==> src/rtl/core/pdc_pkg.sv <==
// Shared types, constants and digit decoding for the press duration counter.
package pdc_pkg;

  localparam int unsigned NUM_DIGITS    = 4;
  localparam int unsigned SHOWN_DIGITS  = 4;
  localparam int unsigned COUNT_W       = 14;
  localparam int unsigned SEG_W         = 8;
  localparam int unsigned KEY_W         = 4;
  localparam int unsigned TICK_W        = 8;
  localparam int unsigned APB_DATA_W    = 32;
  localparam int unsigned APB_ADDR_W    = 3;

  localparam logic [KEY_W-1:0]      SWITCH_CODE  = 4'hE;
  localparam logic [TICK_W-1:0]     THRESH_RESET = 8'd150;
  localparam logic [APB_ADDR_W-3:0] REG_LONG_PRESS = 1'b0;

  typedef logic [3:0] digit_t;

  typedef struct packed {
    logic step;
    logic clr;
  } cell_ctrl_t;

  typedef struct packed {
    logic [COUNT_W-1:0] count_value;
    logic [SEG_W-1:0]   seg_thousands;
    logic [SEG_W-1:0]   seg_hundreds;
    logic [SEG_W-1:0]   seg_tens;
    logic [SEG_W-1:0]   seg_units;
    logic               long_hold;
  } result_t;

  function automatic digit_t digit_clip(input digit_t d);
    digit_clip = (d <= 4'd9) ? d : 4'd0;
  endfunction

  function automatic logic [SEG_W-1:0] seg_pattern(input digit_t d);
    logic [SEG_W-1:0] p;
    unique case (d)
      4'd0:    p = 8'hE7;
      4'd1:    p = 8'h21;
      4'd2:    p = 8'hCB;
      4'd3:    p = 8'h6B;
      4'd4:    p = 8'h2D;
      4'd5:    p = 8'h6E;
      4'd6:    p = 8'hEE;
      4'd7:    p = 8'h23;
      4'd8:    p = 8'hEF;
      4'd9:    p = 8'h6F;
      default: p = 8'hE7;
    endcase
    seg_pattern = p;
  endfunction

endpackage

==> src/rtl/core/press_duration_counter_ssd.sv <==
// Top level of the press duration counter with seven-segment digit patterns.
// Each key-line word yields exactly one result word, registered on acceptance; a
// new key word is accepted on every cycle in which the skid entry is empty. The
// digit cells form a ripple chain that increments, clears or holds the counter in
// the same cycle as the hold timer update, and a two-entry output register with a
// skid stage lets the input take one more word after the output starts to stall.
module press_duration_counter_ssd (
  input  logic                                clk,
  input  logic                                rst_n,
  input  logic                                in_valid,
  output logic                                in_stall,
  input  logic [pdc_pkg::KEY_W-1:0]           in_key_lines,
  output logic                                out_valid,
  input  logic                                out_stall,
  output logic [pdc_pkg::COUNT_W-1:0]         out_count_value,
  output logic [pdc_pkg::SEG_W-1:0]           out_seg_thousands,
  output logic [pdc_pkg::SEG_W-1:0]           out_seg_hundreds,
  output logic [pdc_pkg::SEG_W-1:0]           out_seg_tens,
  output logic [pdc_pkg::SEG_W-1:0]           out_seg_units,
  output logic                                out_long_hold,
  input  logic                                psel,
  input  logic                                penable,
  input  logic                                pwrite,
  input  logic [pdc_pkg::APB_ADDR_W-1:0]      paddr,
  input  logic [pdc_pkg::APB_DATA_W-1:0]      pwdata,
  output logic [pdc_pkg::APB_DATA_W-1:0]      prdata,
  output logic                                pready
);
  import pdc_pkg::*;

  logic [TICK_W-1:0] thr_r;
  logic [TICK_W-1:0] hold_r;
  logic [TICK_W-1:0] hold_nxt;
  logic              reg_hit;
  logic              cfg_wr;
  logic              in_accept;
  logic              out_take;
  logic              pressed;
  logic              inc;
  logic              clr;
  logic              long_nxt;
  cell_ctrl_t        ctrl;
  logic [NUM_DIGITS:0] carry;
  digit_t            digit_nxt [NUM_DIGITS];
  digit_t            shown [SHOWN_DIGITS];
  logic [COUNT_W-1:0] count_nxt;
  result_t           res_nxt;
  result_t           out_res_r;
  result_t           skid_res_r;
  logic              out_valid_r;
  logic              out_valid_nxt;
  logic              skid_valid_r;
  logic              skid_valid_nxt;

  assign pready  = 1'b1;
  assign reg_hit = (paddr[APB_ADDR_W-1:2] == REG_LONG_PRESS);
  assign cfg_wr  = psel & penable & pwrite & pready & reg_hit;
  assign prdata  = reg_hit ? {{(APB_DATA_W-TICK_W){1'b0}}, thr_r} : '0;

  always_ff @(posedge clk) begin
    if (!rst_n) begin
      thr_r <= THRESH_RESET;
    end else if (cfg_wr) begin
      thr_r <= pwdata[TICK_W-1:0];
    end
  end

  assign in_stall  = skid_valid_r;
  assign in_accept = in_valid & ~skid_valid_r;
  assign out_take  = out_valid_r & ~out_stall;
  assign pressed   = (in_key_lines == SWITCH_CODE);

  always_comb begin
    inc = 1'b0;
    clr = 1'b0;
    if (pressed) begin
      hold_nxt = (hold_r < thr_r) ? TICK_W'(hold_r + 8'd1) : hold_r;
      clr      = (hold_nxt >= thr_r);
    end else begin
      inc      = (hold_r != '0) && (hold_r < thr_r);
      hold_nxt = '0;
    end
    long_nxt = (hold_nxt >= thr_r);
  end

  always_ff @(posedge clk) begin
    if (!rst_n) begin
      hold_r <= '0;
    end else if (in_accept) begin
      hold_r <= hold_nxt;
    end
  end

  assign ctrl.step = in_accept;
  assign ctrl.clr  = clr;
  assign carry[0]  = inc;

  for (genvar gi = 0; gi < NUM_DIGITS; gi++) begin : g_cell
    pdc_digit_cell u_cell (
      .clk       (clk),
      .rst_n     (rst_n),
      .ctrl      (ctrl),
      .carry_in  (carry[gi]),
      .carry_out (carry[gi+1]),
      .digit_nxt (digit_nxt[gi])
    );
  end

  for (genvar gp = 0; gp < SHOWN_DIGITS; gp++) begin : g_shown
    if (gp < NUM_DIGITS) begin : g_real
      assign shown[gp] = digit_clip(digit_nxt[gp]);
    end else begin : g_blank
      assign shown[gp] = 4'd0;
    end
  end

  always_comb begin
    count_nxt = '0;
    for (int p = SHOWN_DIGITS - 1; p >= 0; p--) begin
      count_nxt = COUNT_W'(count_nxt * 14'd10) + COUNT_W'(shown[p]);
    end
  end

  assign res_nxt.count_value   = count_nxt;
  assign res_nxt.seg_thousands = seg_pattern(shown[3]);
  assign res_nxt.seg_hundreds  = seg_pattern(shown[2]);
  assign res_nxt.seg_tens      = seg_pattern(shown[1]);
  assign res_nxt.seg_units     = seg_pattern(shown[0]);
  assign res_nxt.long_hold     = long_nxt;

  always_comb begin
    if (out_take) begin
      out_valid_nxt  = skid_valid_r | in_accept;
      skid_valid_nxt = 1'b0;
    end else begin
      out_valid_nxt  = out_valid_r | in_accept;
      skid_valid_nxt = skid_valid_r | (in_accept & out_valid_r);
    end
  end

  always_ff @(posedge clk) begin
    if (!rst_n) begin
      out_valid_r  <= 1'b0;
      skid_valid_r <= 1'b0;
    end else begin
      out_valid_r  <= out_valid_nxt;
      skid_valid_r <= skid_valid_nxt;
    end
  end

  always_ff @(posedge clk) begin
    if (out_take && skid_valid_r) begin
      out_res_r <= skid_res_r;
    end else if (in_accept && (out_take || !out_valid_r)) begin
      out_res_r <= res_nxt;
    end
    if (in_accept && out_valid_r && !out_take) begin
      skid_res_r <= res_nxt;
    end
  end

  assign out_valid         = out_valid_r;
  assign out_count_value   = out_res_r.count_value;
  assign out_seg_thousands = out_res_r.seg_thousands;
  assign out_seg_hundreds  = out_res_r.seg_hundreds;
  assign out_seg_tens      = out_res_r.seg_tens;
  assign out_seg_units     = out_res_r.seg_units;
  assign out_long_hold     = out_res_r.long_hold;

`ifndef SYNTH
  a_skid_implies_out: assert property (@(posedge clk) disable iff (!rst_n)
    skid_valid_r |-> out_valid_r)
    else $error("skid entry held without a main output entry");

  a_stall_fills_skid: assert property (@(posedge clk) disable iff (!rst_n)
    (in_accept && out_valid_r && out_stall) |=> skid_valid_r)
    else $error("word accepted behind a stalled output was not kept");

  a_count_range: assert property (@(posedge clk) disable iff (!rst_n)
    out_valid_r |-> (out_res_r.count_value <= 14'd9999))
    else $error("count value out of decimal range");

  a_hold_saturates: assert property (@(posedge clk) disable iff (!rst_n)
    (in_accept && pressed && (hold_r < thr_r)) |=> (hold_r == $past(hold_r) + 8'd1))
    else $error("hold timer failed to advance during a press");
`endif

endmodule

==> src/rtl/core/pdc_digit_cell.sv <==
// One decimal digit of the counter, with carry in from the lower digit and carry out.
module pdc_digit_cell (
  input  logic               clk,
  input  logic               rst_n,
  input  pdc_pkg::cell_ctrl_t ctrl,
  input  logic               carry_in,
  output logic               carry_out,
  output pdc_pkg::digit_t    digit_nxt
);
  import pdc_pkg::*;

  digit_t digit_r;
  logic   wrap;

  assign wrap      = (digit_r >= 4'd9);
  assign carry_out = carry_in & wrap;

  always_comb begin
    if (ctrl.clr) begin
      digit_nxt = 4'd0;
    end else if (carry_in) begin
      digit_nxt = wrap ? 4'd0 : digit_t'(digit_r + 4'd1);
    end else begin
      digit_nxt = digit_r;
    end
  end

  always_ff @(posedge clk) begin
    if (!rst_n) begin
      digit_r <= 4'd0;
    end else if (ctrl.step) begin
      digit_r <= digit_nxt;
    end
  end

endmodule

==> config.mk <==
export PLATFORM = sky130hd
export DESIGN_NAME = press_duration_counter_ssd
export DESIGN_NICKNAME = d
export VERILOG_FILES = /design/src/rtl/core/pdc_pkg.sv /design/src/rtl/core/press_duration_counter_ssd.sv /design/src/rtl/core/pdc_digit_cell.sv
export SDC_FILE = /design/constraint.sdc
export NUM_CORES = 1
export LEC_CHECK = 0
export ABC_AREA = 1
export BUFFER_PORTS_ARGS = -buffer_cell sky130_fd_sc_hd__buf_2
export CAP_MARGIN = 25
export CORE_MARGIN = 1.5
export CORE_UTILIZATION = 39
export DETAILED_ROUTE_END_ITERATION = 12
export GPL_TIMING_DRIVEN = 0
export PLACE_DENSITY = 0.56
export SLEW_MARGIN = 20
export SYNTH_ARGS = -nofsm -noshare
export SYNTH_HDL_FRONTEND = slang
export SYNTH_SLANG_ARGS = --single-unit
export TNS_END_PERCENT = 1
==> constraint.sdc <==
create_clock -name clk -period 9.9 [get_ports clk]
set_input_delay 0 -clock clk [delete_from_list [all_inputs] [get_ports clk]]
set_output_delay 0 -clock clk [all_outputs]
set_load 0.1 [all_outputs]
Yosys cells after proc, flatten, opt, wreduce, memory -nomap -nowiden --
Memories as Yosys holds them, arrays and structs flattened. Index checks and enable logic that the tools add are counted.
Word-level totals: memory bits (read-only) 448, input port bits 46, bits in registers 128, memories 4, output and inout bits 82, logic and storage cells 98
Memory list:
- (no name shown) | depth 16, width 7, read ports 1, clocked after Yosys merged registers in 0, write ports 0, RTL line pdc_pkg.sv:39 | unique case (d)
- (no name shown) | depth 16, width 7, read ports 1, clocked after Yosys merged registers in 0, write ports 0, RTL line pdc_pkg.sv:39
- (no name shown) | depth 16, width 7, read ports 1, clocked after Yosys merged registers in 0, write ports 0, RTL line pdc_pkg.sv:39
- (no name shown) | depth 16, width 7, read ports 1, clocked after Yosys merged registers in 0, write ports 0, RTL line pdc_pkg.sv:39
Operators by class: multiply operators 3, bitwise gates (word level) 16, $add $sub $neg 8, reductions and logical operators 11, equal/unequal tests 1, muxes and demuxes 24, magnitude comparators 11
Operators by type and width (count):
- 2-to-1 mux 47 bit | 2
- 2-to-1 mux 4 bit | 16
- 2-to-1 mux 8 bit | 3
- adder 4 x 1 -> 4 bit (second input constant) | 4
- greater-or-equal comparator 4 bit (second input constant) | 4
- greater-or-equal comparator 8 bit | 2
- <= comparator 4 bit (second input constant) | 4
- adder 13 x 4 -> 14 bit | 1
- adder 14 x 4 -> 14 bit | 1
- multiplier 14 x 3 -> 13 bit (second input constant) | 1
- multiplier 9 x 3 -> 12 bit (second input constant) | 1
- adder 8 x 4 -> 9 bit | 1
- AND 1 bit | 9
- adder 8 x 1 -> 8 bit (second input constant) | 1
- < comparator 8 bit | 1
- nonzero test 8 bit | 1
- multiplier 4 x 3 -> 7 bit (second input constant) | 1
- logical AND 1 bit | 5
- == test 4 bit (second input constant) | 1
- NOT 1 bit | 4
- 2-to-1 mux 1 bit | 3
- bitwise OR 1 bit | 3
- zero test 1 bit | 2
- nonzero test 2 bit | 1
- other kinds (2) | 2

Depth between registers and ports, before layout --
depth after elaboration 18, gate-level depth with buffers 60, gate-level depth less buffers 60

Hierarchy --
A second synthesis with hierarchy kept.
Unflattened totals: cells, all modules 1063, area, all modules 8609.5 µm²
By module, submodules not included:
- press_duration_counter_ssd | cells an instance 863, times used 1, seq. area each 2942.8 µm², area an instance 7378.3 µm²
- pdc_digit_cell | cells an instance 50, times used 4, seq. area each 80.1 µm², area an instance 307.8 µm²

Least setup slack after synthesis --
No wires, ideal clock.
path kind flip-flop to flip-flop, start point reg thr_r[7], end point reg out_res_r, in the netlist out_count_value[13] (data pin), path slack 1406 ps, buffers on the path 0, arrival 8242 ps, stages on the path, launching flop included 53, period minus slack after synthesis 8494 ps, setup time 252 ps, cell sequence dfxtp_1 > inv_1 > ha_1 > a21oi_1 > o21a_2 > nand2_1 > nor2_1 > inv_1 > nor3_1 > nand3_1 > nor2_1 > nand2_1 > xor2_1 > inv_1 > ha_1 > nand2_1 > nor2_1 > nand4_1 > [17 not listed] > xor2_1 > nand2_1 > xor2_1 > ha_1 > ha_1 > nand2_1 > inv_1 > nand4_1 > o211ai_1 > xor2_1 > inv_1 > nand4_1 > xor2_1 > nand4_1 > nand3_1 > nand2_2 > nand2_1 > nand2_1
On the way: cells in the longest elaborated chain, start to end 18, elaborated cells between the ends (all ways) 33, classes of those cells 3 x add/sub; 3 x mul; 6 x order compare; 17 x mux; 3 x bitwise; 1 x reduce/logical
RTL lines:
- start: declaration | RTL line press_duration_counter_ssd.sv:31 | logic [TICK_W-1:0] thr_r;
- start signal: assignment | RTL line press_duration_counter_ssd.sv:64 | thr_r <= pwdata[TICK_W-1:0];
- branches (longest 15 deep; another with adder 13 x 4 -> 14 bit)
- adder 14 x 4 -> 14 bit * | RTL line press_duration_counter_ssd.sv:120 | count_nxt = COUNT_W'(count_nxt * 14'd10) + COUNT_W'(shown[p]);
- via count_nxt[13] | RTL line press_duration_counter_ssd.sv:46 | logic [COUNT_W-1:0] count_nxt;
- 2-to-1 mux 47 bit * | RTL line press_duration_counter_ssd.sv:154 | end else if (in_accept && (out_take || !out_valid_r)) begin
- 2-to-1 mux 47 bit * | RTL line press_duration_counter_ssd.sv:152 | if (out_take && skid_valid_r) begin
- end signal: assignment | RTL line press_duration_counter_ssd.sv:153 | out_res_r <= skid_res_r;
- end signal: assignment | RTL line press_duration_counter_ssd.sv:155 | out_res_r <= res_nxt;
- end: declaration | RTL line press_duration_counter_ssd.sv:48 | result_t out_res_r;
Mark *: on every way through the listed nets, which the timed path passes. The select of a mux whose other input is x is not followed. A chain may end at the register's enable or synchronous reset.

Final worst setup path --
start point reg thr_r[5], end point reg out_res_r, in the netlist out_count_value[13] (data pin)
The elaborated chain is that of the path after synthesis.

==> impl_results.rst <==
.. list-table::
   :header-rows: 1

   * - Metric
     - Value
   * - Result of the run
     - complete, no violations
   * - Global-route wire length before repair
     - around 29000 µm
   * - Horiz. Die Dim
     - approximately 150 µm
   * - Number of global-route vias before repair
     - 5855
   * - Pin slew with the least headroom to its limit
     - roughly 0.74 ns
   * - Worst vdd ir
     - between 0.0001 and 0.00015 V
   * - Clock tree from TritonCTS
     - done
   * - Hold_ws
     - ~0.074 ns
   * - Power density cells
     - approximately 180 mW/mm²
   * - Worst Hold Path EP
     - hold_r[0]
   * - Type of the setup path with the least slack
     - flop to flop
   * - Cell with the largest stage delay on the worst path
     - fa_1
   * - Count of pins on the block boundary
     - 128
   * - Max Fclk
     - about 0.11 GHz
   * - Clk sink count
     - 120
   * - DIE HEIGHT
     - between 150 and 200 µm
   * - Depth of the CTS H-tree
     - 4
   * - CP Capture Type
     - flop
   * - Number of rows in the core area
     - 53
   * - Hold Path Depth
     - 5
   * - Post-synthesis sequential area ratio
     - 0.386
   * - Instance count after placement with tap cells included
     - approximately 1400
   * - Fillcell total
     - 2057
   * - Synth Warn #
     - 0
   * - Number of antenna cells inserted
     - 0
   * - Most used flip-flop cell after synthesis
     - edfxtp_1
   * - Highest fanout seen on the critical path
     - 6
   * - Detailed-placement wirelength estimate
     - 13400 µm
   * - Required arrival time at the worst endpoint
     - 10.08 ns
   * - Largest net degree at the start of global routing
     - 32
   * - Proportion of layout cells with a drive suffix above 1
     - 0.178
   * - Number of I/O port buffers
     - between 70 and 80
   * - Launch instance of the worst register-to-register path
     - thr_r[5]
   * - Via density
     - 4.61
   * - ANT nets after route
     - 0
   * - Worst clock skew on the final layout
     - roughly 0.012 ns
   * - Core Region
     - 0.0212 mm²
   * - Max-cap violations
     - 0
   * - Number of nets in the finished design
     - around 1300
   * - Initial standard-cell utilization of the core
     - 0.399
   * - Pins over their slew limit
     - 0
   * - Die Outline Area
     - around 0.023 mm²
   * - Async SR Flop Fraction
     - 0
   * - Antenna violations before repair
     - 0
   * - Worst Hold Launch
     - in_key_lines[1]
   * - Final design utilization
     - 0.482
   * - Total GRT Usage
     - 0.164
   * - Count of flip-flops with a built-in enable after synthesis
     - 86
   * - Hold violation total from the final report
     - 0
   * - Num CTS Buffers
     - 17
   * - Total Wirelength
     - approximately 18000 µm
   * - Max Root-Sink Buffers
     - 2
   * - Worst Reg-to-Reg Cells
     - around 50
   * - Source-to-sink clock delay at the later pin of the worst-skew pair
     - ~0.42 ns
   * - Maximum single-stage delay on the critical path
     - roughly 0.46 ns
   * - Iter 0 DRT Violations
     - about 270
   * - Via count of the routed design
     - roughly 6500
   * - Critical Path Source Type
     - flop
   * - Static leakage power
     - approximately 4.7 nW
   * - End of the worst register-to-register path
     - out_count_value[13]
   * - Fin crit period
     - 9.04 ns
   * - Classification of the worst-slack hold path
     - input pin to flop
   * - RSZ-0062 raised after global routing
     - false
   * - Area of the mapped netlist
     - approximately 0.0084 mm²
   * - Share of the clock period used by the worst path
     - 0.914
   * - Number of DRC violations after detailed routing
     - 0
   * - Clock-pin slew of the registers on the worst-case setup and hold paths
     - about 0.060 ns
   * - Synthesis-to-finish area growth
     - 20.7%
   * - Setup violators final
     - 0
   * - Mean area per synthesized cell
     - around 8.6 µm²
   * - R2R Setup Slk
     - around 0.86 ns
   * - Multi-input logic area
     - between 0.004 and 0.005 mm²
   * - Count of unique library cells instantiated by Yosys
     - 50
   * - Data arrival at the endpoint of the critical path
     - 9.23 ns
   * - Gate count of the mapped netlist
     - approximately 990
   * - Worst slew margin
     - 0.509
   * - First-pass iteration count of the detailed router
     - 4
   * - Storage cell area
     - roughly 0.0033 mm²
   * - Total gr overflow
     - 0
   * - Root Buffer Master
     - clkbuf_16
   * - TNS Setup
     - 0 ns
   * - GPL Wtd Cong
     - 0.832
   * - WL per Instance
     - ~13 µm
   * - Yosys reg bits
     - 120
   * - Total power draw
     - roughly 1.9 mW
   * - Non-filler instance count after layout
     - about 1400
layout by cell type (no fill, tap or decap), types with 28 or more instances in the layout:
cell and instances:
xor2_1 32, inv_1 131, buf_4 36, conb_1 29, a21oi_1 58, ha_1 107
edfxtp_1 86, nor2_1 56, buf_2 71, dfxtp_1 34, nand3_1 28, o21ai_0 31
nand2_1 229
Yosys cell counts (2+ instances only):
master,count,area [µm²]
nand2_1,231,867
inv_1,132,495
ha_1,107,1340
edfxtp_1,86,2580
nor2_1,60,225
a21oi_1,59,295
o21ai_0,35,175
dfxtp_1,34,681
xor2_1,33,289
buf_4,29,218
nand3_1,29,145
clkbuf_1,15,56.3
xnor2_1,14,123
a31oi_1,11,68.8
inv_2,8,30.0
nor3_1,8,40.0
nand2_2,7,43.8
nand4_1,7,43.8
nor2_4,7,78.8
o211ai_1,7,52.6
o21ai_1,7,35.0
fa_1,6,120
o21a_1,6,45.0
nand3_2,4,40.0
nor2_2,4,25.0
o22ai_1,4,25.0
a211oi_1,3,22.5
nor4_1,3,18.8
a21o_1,2,15.0
conb_1,2,7.51
nand4_4,2,42.5
nor3_2,2,20.0
nor3b_1,2,15.0
o21ai_2,2,17.5
o22a_1,2,17.5
or2_2,2,12.5
timing repair:
action | in CTS | in global routing
hold buffers | 13 | 0
pin swaps | 0 | 3
gates cloned | 0 | 0
setup endpoints to repair | 1 | 8
hold endpoints to repair | 13 | 0
gates resized for setup | 1 | 20
setup buffers | 0 | 7
critical path, delay by kind of cell (launching register included):
family,cells,cell delay (ns)
AO/OA/AOI/OAI,5,0.88
XOR/XNOR,6,1.31
adder cells (fa/ha/maj),9,2.85
buffers and inverters,9,0.84
flip-flops,1,0.30
AND/OR/NAND/NOR,22,2.62
flip-flops by register name, summed over array words and instances, names as in the netlist, 7 cells and up:
register	count
thr_r	8
out_seg_thousands	7
out_seg_units	7
out_count_value	14
out_seg_tens	7
hold_r	8
g_cell.u_cell.digit_r	16
skid_res_r	43
out_seg_hundreds	7
metrics by stage:
| stage | setup WS, ns | instance area, µm² |
|---|---|---|
| floorplan | 1.41 | 8550 |
| global placement | 0.122 | 9250 |
| detailed placement | 0.0831 | 9340 |
| CTS | 0.173 | 10100 |
| global route | 0.0152 | 10200 |
| finish | 0.856 | 10200 |
cell type report:
class                           count  share of cell area
Buffer                             46              0.0283
Clock buffer                       24              0.0538
Clock inverter                      8             0.00503
Inverter                          141              0.0524
Multi-Input combinational cell    706               0.447
Sequential cell                   120               0.320
Tap cell                          275              0.0337
Timing Repair Buffer               94              0.0601
metal layers:
layer,up-vias,share of wire,track usage
met5,-,0,0
met4,0,0.017,0.0549
met3,30,0.034,0.0279
met2,109,0.45,0.261
met1,2913,0.50,0.225
li1,3467,-,-
kinds of logic (layout without fill, tap and decap cells):
logic type	after synthesis	in the layout	synth area share
DFF	120	120	0.386
xor gates and xnor gates	47	47	0.0487
buffers and inverters	187	313	0.0970
AOI/OAI and AO/OA	142	142	0.0955
and+or+nand+nor	375	375	0.199
other	2	29	0.000889
adders and majority gates	113	113	0.173
how the worst max path moves through the flow:
stage          slack, ns             endpoint  startpoint
2_1_floorplan       1.41  out_count_value[13]    thr_r[7]
3_3_place_gp        0.12  out_count_value[13]    thr_r[5]
3_5_place_dp        0.08  out_count_value[13]    thr_r[5]
4_1_cts             0.17  out_count_value[13]    thr_r[5]
5_1_grt             0.02  out_count_value[13]    thr_r[3]
6_report            0.86  out_count_value[13]    thr_r[5]
power by group:
group / internal [mW] / switching, mW / total, mW
sequential: 0.603 / 0.0112 / 0.614
combinational: 0.157 / 0.484 / 0.640
clock: 0.388 / 0.239 / 0.627
total: 1.15 / 0.733 / 1.88
(Power assumes the default switching activity.)
